==> src/hdl/dmcmc_pkg.sv <==
// ----------------------------------------------------------------------------
// dmcmc_pkg
// Shared types, constants and helpers for the direct-mapped cache miss
// classifier: geometry, register indexes, outcome codes, control bundles.
// ----------------------------------------------------------------------------
package dmcmc_pkg;

    localparam int MAX_SETS = 1024;
    localparam int SET_W    = $clog2(MAX_SETS);
    // largest k with 2^k <= MAX_SETS
    localparam int IDX_LIM  = $clog2(MAX_SETS + 1) - 1;
    localparam int VE_W     = SET_W + 1;

    localparam int ADDR_W   = 32;
    localparam int TAG_W    = 32;
    localparam int CNT_W    = 32;
    localparam int OFS_W    = 5;
    localparam int IB_W     = 4;
    localparam int SHAMT_W  = 6;
    localparam int CFG_W    = 5;
    localparam int CFG_IDX_W = 1;

    localparam logic [OFS_W-1:0] OFFSET_BITS_RST = OFS_W'(2);
    localparam logic [IB_W-1:0]  INDEX_BITS_RST  = IB_W'(10);

    typedef enum logic [CFG_IDX_W-1:0] {
        REG_OFFSET_BITS = 1'b0,
        REG_INDEX_BITS  = 1'b1
    } cfg_reg_t;

    typedef enum logic [1:0] {
        OUT_HIT        = 2'd0,
        OUT_COMPULSORY = 2'd1,
        OUT_CONFLICT   = 2'd2,
        OUT_CAPACITY   = 2'd3
    } outcome_t;

    typedef enum logic [1:0] {
        ST_CLEAR  = 2'd0,
        ST_IDLE   = 2'd1,
        ST_LOOKUP = 2'd2,
        ST_EVAL   = 2'd3
    } ctrl_state_t;

    typedef struct packed {
        logic clr_step;  // clear one store entry
        logic load;      // capture the incoming address
        logic lookup;    // decode address and read the store
        logic commit;    // classify, update store and counters
    } dp_cmd_t;

    typedef struct packed {
        logic clr_last;  // clearing pass is at its final entry
    } dp_stat_t;

    function automatic logic [CNT_W-1:0] sat_inc(input logic [CNT_W-1:0] v);
        sat_inc = (v == {CNT_W{1'b1}}) ? v : v + CNT_W'(1);
    endfunction

endpackage

==> src/hdl/dmcmc_ctrl.sv <==
// ----------------------------------------------------------------------------
// dmcmc_ctrl
// Controller: clearing pass after reset, then one transaction at a time
// through address capture, store lookup and classification.
// ----------------------------------------------------------------------------
module dmcmc_ctrl
    import dmcmc_pkg::*;
(
    input  logic     clk,
    input  logic     rst_n,
    input  logic     in_valid,
    output logic     in_stall,
    output logic     out_valid,
    input  logic     out_stall,
    output dp_cmd_t  cmd,
    input  dp_stat_t stat
);

    ctrl_state_t state_reg, state_next;
    logic        out_valid_reg, out_valid_next;
    logic        slot_free;

    // output register is free, or is being emptied at this edge
    assign slot_free = !out_valid_reg || !out_stall;

    always_ff @(posedge clk or negedge rst_n)
    begin
        if (!rst_n)
        begin
            state_reg     <= ST_CLEAR;
            out_valid_reg <= 1'b0;
        end
        else
        begin
            state_reg     <= state_next;
            out_valid_reg <= out_valid_next;
        end
    end

    always_comb
    begin
        state_next = state_reg;
        case (state_reg)
            ST_CLEAR:
            begin
                if (stat.clr_last)
                    state_next = ST_IDLE;
            end
            ST_IDLE:
            begin
                if (in_valid)
                    state_next = ST_LOOKUP;
            end
            ST_LOOKUP:
            begin
                state_next = ST_EVAL;
            end
            ST_EVAL:
            begin
                if (slot_free)
                    state_next = ST_IDLE;
            end
            default:
            begin
                state_next = ST_CLEAR;
            end
        endcase
    end

    always_comb
    begin
        cmd      = '0;
        in_stall = 1'b1;
        case (state_reg)
            ST_CLEAR:
            begin
                cmd.clr_step = 1'b1;
            end
            ST_IDLE:
            begin
                in_stall = 1'b0;
                cmd.load = in_valid;
            end
            ST_LOOKUP:
            begin
                cmd.lookup = 1'b1;
            end
            ST_EVAL:
            begin
                cmd.commit = slot_free;
            end
            default:
            begin
                cmd = '0;
            end
        endcase
    end

    always_comb
    begin
        if (cmd.commit)
            out_valid_next = 1'b1;
        else if (out_valid_reg && !out_stall)
            out_valid_next = 1'b0;
        else
            out_valid_next = out_valid_reg;
    end

    assign out_valid = out_valid_reg;

endmodule

==> config.mk <==
export PLATFORM = sky130hd
export DESIGN_NAME = dmcmc_ctrl
export DESIGN_NICKNAME = d
export VERILOG_FILES = /design/src/hdl/dmcmc_pkg.sv /design/src/hdl/dmcmc_ctrl.sv
export SDC_FILE = /design/constraint.sdc
export NUM_CORES = 1
export LEC_CHECK = 0
export ABC_AREA = 0
export BUFFER_PORTS_ARGS = -buffer_cell sky130_fd_sc_hd__buf_2
export CORE_AREA = 2 2 39 41
export DETAILED_ROUTE_END_ITERATION = 16
export DIE_AREA = 0 0 41 43
export GPL_TIMING_DRIVEN = 0
export PLACE_DENSITY_LB_ADDON = 0.2
export SYNTH_ARGS = -nofsm -noshare
export SYNTH_HDL_FRONTEND = slang
export SYNTH_SLANG_ARGS = --single-unit
==> constraint.sdc <==
create_clock -name clk -period 3.7 [get_ports clk]
set_input_delay 0.74 -clock clk [delete_from_list [all_inputs] [get_ports clk]]
set_output_delay 0.74 -clock clk [all_outputs]
set_load 0.05 [all_outputs]
==> out/qor.csv, run 1 <==
metric;value;unit
Finished Cell Area;327;µm²
HPWL after detailed placement;333;µm
area of the core;1380;µm²
max reg flops;2;
Place WS;1.57;ns
GPL Wtd Cong;0.637;
vias;181;
YS warnings;0;
# diodes;0;
Final Critical Period;2.12;ns
Slew @ Worst Pin;0.249;ns
drt total wl;404;µm
Mapped Cells;19;
post-CTS setup buffers;0;
initial antenna violation count;0;
Die Y;43;µm
fillers;154;
Placed Area;300;µm²
Crit Path Class;primary input to output pin;
Mapped Area;230;µm²
commonest cells after routing, fill and taps aside;buf_2, ha_1, inv_1, clkbuf_4, dfrtp_1;
critical path, cell by cell;buf_2 -> a21boi_0 -> buf_4 -> buf_2;
commonest non-fill, non-tap cell in the layout;buf_2;
Initial Util;16.6;%
insertion delay to the later sink of the worst-skew pair;0.23;ns
Largest stage delay, worst path;0.24;ns
chip width;41;µm
f_max;0.471;GHz
first-pass GRT wire length;621;µm
largest net degree at the start of global routing;5;
remaining antenna violation count;0;
I/O Buffers;10;
Vias/cell;3.69;
CTS Buffer Depth;2;
layout cells sized above 1;54.5;%
# IOs;11;
PostCTS Resize Cnt;0;
drt first pass iters;1;
relative slew slack;83.5;%
RSZ-0062 raised after global routing;false;
maximum fanout along the worst path;3;
WL/cell;8.24;µm
max_cap viols;0;
number of global-route vias before repair;184;
TritonCTS Buffers;3;
Initial DRC Count;0;
Setup crit end kind;output pin;
CP Launch Type;primary input;
Post-Syn Area per Cell;12.1;µm²
final max-slew violation count;0;
FF+latch count, synth;3;
CTS tree;yes;
sequential area share after synthesis;32.6;%
Distinct cells, synth;12;
gr usage total;6.04;%
most used cell, CP;buf_2;
placement row count;14;
run status;finished, final reports clean;
Post-route DRC;0;
CP required;2.96;ns
final hold vios;0;
Syn Nets;28;
CTS Root Cell;clkbuf_4;
CP max stage cell;buf_2;
NumNets Final;43;
area delta synth->final;41.8;%
crit share post-route;57.3;%
CTS sink cnt;3;
setup ws final;1.58;ns
cts hold-fix bufs;0;
Final TNS setup;0;ns
skew final;0.000626;ns
total gr overflow;0;
H-tree depth;1;
die area;1760;µm²
CTS clk-pin slew, worst paths;0.04;ns
critical path arrival;1.38;ns
Hold Crit Class;primary input to asynchronous set/reset pin;
# setup viols final;0;
[per-layer routing]
metal	vias up	wire length [µm]	GRT usage, %
met3	0	35	1.57
li1	90	-	-
met5	-	0	0
met1	84	163	5.19
met2	7	205	8.13
met4	0	0	10.0
[synthesized netlist by cell type]
library cell / instances / share of area [%]
a21boi_0: 1 / 3.3
nand3_2: 1 / 4.3
mux2_4: 1 / 6.5
inv_2: 1 / 1.6
o221ai_4: 1 / 11
and2_1: 1 / 2.7
a21o_1: 1 / 3.3
dfrtp_1: 3 / 33
inv_1: 3 / 4.9
mux2i_1: 1 / 4.3
ha_1: 4 / 22
buf_4: 1 / 3.3
[critical path, delay by kind of cell]
kind / cells / cell delay (ns)
buffers and inverters: 3 / 0.48
AO/OA/AOI/OAI: 1 / 0.16
[stage by stage]
step	hold slack, ns	util (%)	cells
finish	0.296	23.6	49
global route	0.285	23.6	49
CTS	0.284	23.6	49
detailed placement	0.537	21.7	45
global placement	0.536	21.7	45
floorplan	0.444	-	19
[cells by family (layout without fill, tap and decap cells)]
| logic type | count (synthesis) | in the layout | synth area share (%) |
|---|---|---|---|
| adders and majority gates | 4 | 4 | 21.7 |
| AOI/OAI and AO/OA | 3 | 3 | 17.9 |
| and+or+nand+nor | 2 | 2 | 7.07 |
| buffers and inverters | 5 | 19 | 9.78 |
| DFF | 3 | 3 | 32.6 |
| muxes | 2 | 2 | 10.9 |
[final timing paths]
path	start	end	slack, ns	cells after the start
hold / removal	rst_n	state_reg[0]	0.30	1
setup / recovery	out_stall	cmd[0]	1.58	4
setup reg to reg	state_reg[0]	state_reg[1]	2.31	5
hold reg to reg	out_valid	out_valid	0.54	1
min in group clk	out_valid	out_valid	0.54	1
max in group asynchronous	rst_n	out_valid	3.30	1
[cell type report]
cell class                 count  area (µm²)  share of cell area, %
multi-input combinational     11         133                   40.6
sequential                     3        75.1                   23.0
timing repair buffer          10        50.0                   15.3
clock buffer                   4        26.3                   8.05
tap                           16        20.0                   6.13
inverter                       4        15.0                   4.60
buffer                         1        7.51                   2.30
Power of run 1 is left out: the tool's default activity adds up to more than one toggle a clock period on the data nets, which glitch-free logic cannot reach.
==> run 2: changes to the inputs <==
==> constraint.sdc (replaced) <==
create_clock -name clk -period 2.22 [get_ports clk]
set_input_delay 0.444 -clock clk [delete_from_list [all_inputs] [get_ports clk]]
set_output_delay 0.444 -clock clk [all_outputs]
set_load 0.05 [all_outputs]
==> out/qor.csv, run 2 (synthesized netlist as in run 1, its figures left out) <==
metric;value;unit
critical path arrival;1.38;ns
final hold vios;0;
CTS tree;yes;
chip width;41;µm
initial antenna violation count;0;
largest net degree at the start of global routing;5;
Hold Crit Class;primary input to flip-flop;
NumNets Final;44;
fillers;153;
cts hold-fix bufs;1;
post-CTS setup buffers;0;
remaining antenna violation count;0;
final max-slew violation count;0;
# diodes;0;
CP Launch Type;flip-flop;
gr usage total;6.04;%
drt first pass iters;1;
WL/cell;8.12;µm
Final Critical Period;1.82;ns
Initial DRC Count;0;
max_cap viols;0;
I/O Buffers;10;
CTS sink cnt;3;
GPL Wtd Cong;0.637;
HPWL after detailed placement;333;µm
area of the core;1380;µm²
commonest non-fill, non-tap cell in the layout;buf_2;
Slew @ Worst Pin;0.249;ns
die area;1760;µm²
PostCTS Resize Cnt;0;
first-pass GRT wire length;621;µm
relative slew slack;83.5;%
FF-to-FF path depth;5;
CP required;1.78;ns
# setup viols final;0;
H-tree depth;1;
total gr overflow;0;
crit share post-route;82.0;%
number of global-route vias before repair;184;
CTS clk-pin slew, worst paths;0.04;ns
skew final;0.000686;ns
TritonCTS Buffers;3;
Setup crit end kind;output pin;
CTS Buffer Depth;2;
vias;185;
drt total wl;406;µm
area delta synth->final;46.2;%
Largest stage delay, worst path;0.38;ns
Post-route DRC;0;
Final TNS setup;0;ns
Die Y;43;µm
Initial Util;16.6;%
worst hold stages;2;
insertion delay to the later sink of the worst-skew pair;0.23;ns
run status;finished, final reports clean;
Crit Path Class;flip-flop to output pin;
layout cells sized above 1;52.9;%
Vias/cell;3.70;
critical path, cell by cell;ha_1 -> a21boi_0 -> buf_4 -> buf_2;
# IOs;11;
CTS Root Cell;clkbuf_4;
RSZ-0062 raised after global routing;false;
maximum fanout along the worst path;4;
f_max;0.549;GHz
commonest cells after routing, fill and taps aside;buf_2, ha_1, inv_1, clkbuf_4, dfrtp_1;
placement row count;14;
CP max stage cell;dfrtp_1;
max reg flops;2;
run 2: changes by cell type in the layout (fill, tap and decap cells not counted):
cell,before,now
dlygate4sd3_1,0,1
run 2: metal layers:
metal  wire length (µm)  GRT usage, %  part of all wire [%]  up-vias
met4                  0          10.0                     0        0
met3                 33          1.57                   8.1        0
met1                165          5.19                    41       86
met2                207          8.13                    51        7
met5                  0             0                     0        -
li1                   -             -                     -       92
run 2: critical path: cells and delay by family (launching register included):
kind,cells,cell delay (ns)
compound gates,1,0.18
buf+inv,2,0.36
fa+ha+maj,1,0.22
flops,1,0.38
run 2: area by class of cell:
type	count	area (µm²)	area share, %
plain buffers	1	7.51	2.23
clock buffers	4	26.3	7.81
inverters	4	15.0	4.46
multi-input cells	11	133	39.4
flip-flops and latches	3	75.1	22.3
well taps	16	20.0	5.95
repair buffers	11	60.1	17.8
run 2: metrics by stage:
stage	util [%]	cells	area, µm²	setup slack (ns)	hold WS, ns
after detailed placement	21.7	45	300	0.624	0.241
after CTS	24.3	50	337	0.365	0.459
after floorplan	-	19	230	0.461	0.148
after global routing	24.3	50	337	0.286	0.482
final	24.3	50	337	0.399	0.467
after global placement	21.7	45	300	0.634	0.240
run 2: final timing paths:
| kind | start | endpoint | slack (ns) |
|---|---|---|---|
| max reg2reg | state_reg[0] | state_reg[1] | 0.83 |
| max in group asynchronous | rst_n | out_valid | 1.58 |
| max | state_reg[1] | cmd[0] | 0.40 |
| min | out_stall | out_valid | 0.47 |
| min in group asynchronous | rst_n | state_reg[0] | 0.53 |
| min reg2reg | out_valid | out_valid | 0.54 |
Power of run 2 is left out for the same reason.
==> run 3: changes to the inputs <==
==> constraint.sdc (replaced) <==
create_clock -name clk -period 1.82 [get_ports clk]
set_input_delay 0.364 -clock clk [delete_from_list [all_inputs] [get_ports clk]]
set_output_delay 0.364 -clock clk [all_outputs]
set_load 0.05 [all_outputs]
==> out/qor.csv, run 3 (synthesized netlist as in run 1, its figures left out) <==
metric;value;unit
first-pass GRT wire length;621;µm
Crit Path Class;flip-flop to output pin;
largest net degree at the start of global routing;5;
CP Launch Type;flip-flop;
Final TNS setup;0;ns
CTS Root Cell;clkbuf_4;
# IOs;11;
vias;185;
Slew @ Worst Pin;0.249;ns
NumNets Final;44;
chip width;41;µm
drt total wl;410;µm
max_cap viols;0;
placement row count;14;
relative slew slack;83.5;%
initial antenna violation count;0;
CTS Buffer Depth;2;
total gr overflow;0;
run status;finished, final reports clean;
final hold vios;0;
# setup viols final;0;
gr usage total;6.04;%
number of global-route vias before repair;184;
commonest non-fill, non-tap cell in the layout;buf_2;
final max-slew violation count;0;
drt first pass iters;1;
M1 WL;167;µm
layout cells sized above 1;55.9;%
FF-to-FF End;state_reg[1];
remaining antenna violation count;0;
Initial Util;16.6;%
commonest cells after routing, fill and taps aside;buf_2, clkbuf_4, inv_1, ha_1, dfrtp_1;
Place WS;0.304;ns
# diodes;0;
CP Launch Point;state_reg[1];
critical path arrival;1.35;ns
Vias/cell;3.70;
CP required;1.46;ns
FF-to-FF path depth;5;
crit share post-route;93.9;%
insertion delay to the later sink of the worst-skew pair;0.23;ns
TritonCTS Buffers;3;
Initial DRC Count;0;
flop2flop setup slack;0.42;ns
area delta synth->final;48.4;%
RSZ-0062 raised after global routing;false;
CP max stage cell;dfrtp_1;
CTS tree;yes;
met3 routed wirelength;33;µm
top sig layer;met3;
skew final;0.000686;ns
Largest stage delay, worst path;0.39;ns
GPL Wtd Cong;0.637;
Hold Crit Class;primary input to flip-flop;
WL/cell;8.20;µm
HPWL after detailed placement;333;µm
area of the core;1380;µm²
CTS sink cnt;3;
Die Y;43;µm
Final Critical Period;1.71;ns
die area;1760;µm²
setup ws final;0.111;ns
crit path capture;cmd[0];
CTS clk-pin slew, worst paths;0.04;ns
critical path, cell by cell;ha_2 -> a21boi_0 -> buf_4 -> clkbuf_4;
maximum fanout along the worst path;4;
Setup crit end kind;output pin;
H-tree depth;1;
Met2 Wirelength;209;µm
max reg flops;2;
Post-route DRC;0;
f_max;0.585;GHz
R2R Path Start;state_reg[1];
I/O Buffers;10;
## run 3: cell count changes in the layout (fill, tap and decap cells not counted), sizes merged
cell,change
clkbuf,+1
buf,-1
## run 3: per-stage QoR
step / utilization, % / hold slack, ns / std cells / area (µm²)
2_1_floorplan: - / 0.0684 / 19 / 230
3_3_place_gp: 21.7 / 0.160 / 45 / 300
3_5_place_dp: 21.7 / 0.161 / 45 / 300
4_1_cts: 24.3 / 0.379 / 50 / 337
5_1_grt: 24.7 / 0.402 / 50 / 342
6_report: 24.7 / 0.387 / 50 / 342
## run 3: worst max-delay path, delay by kind of cell (launching register included)
kind,cells,cell delay (ns)
adders and majority gates,1,0.22
buffers and inverters,2,0.33
AOI/OAI and AO/OA,1,0.17
DFF,1,0.39
## run 3: worst min-delay path by stage
stage / from / endpoint / slack [ns] / depth (start not counted)
finish: out_stall / out_valid / 0.39 / 2
global route: out_stall / out_valid / 0.40 / 2
CTS: out_stall / out_valid / 0.38 / 2
detailed placement: rst_n / state_reg[1] / 0.16 / 1
global placement: rst_n / state_reg[0] / 0.16 / 1
floorplan: rst_n / out_valid / 0.07 / 0
## run 3: timing repair
action                                 4_1_cts  5_1_grt
endpoints found under the hold margin        3        0
resized for setup                            0        2
hold buffers                                 1        0
setup endpoints to repair                    0        1
buffers inserted                             0        0
## run 3: layer usage
layer	GRT usage (%)	up-vias
met5	0	-
met4	10.0	0
met3	1.57	0
met2	8.13	7
met1	5.19	86
li1	-	92
## run 3: cell type report
type                    instances  area, µm²
well taps                      16       20.0
fillers                       154       1040
inverters                       4       15.0
clock buffers                   4       26.3
plain buffers                   1       7.51
multi-input cells              11        135
repair buffers                 11       62.6
flip-flops and latches          3       75.1
Power of run 3 is left out for the same reason.
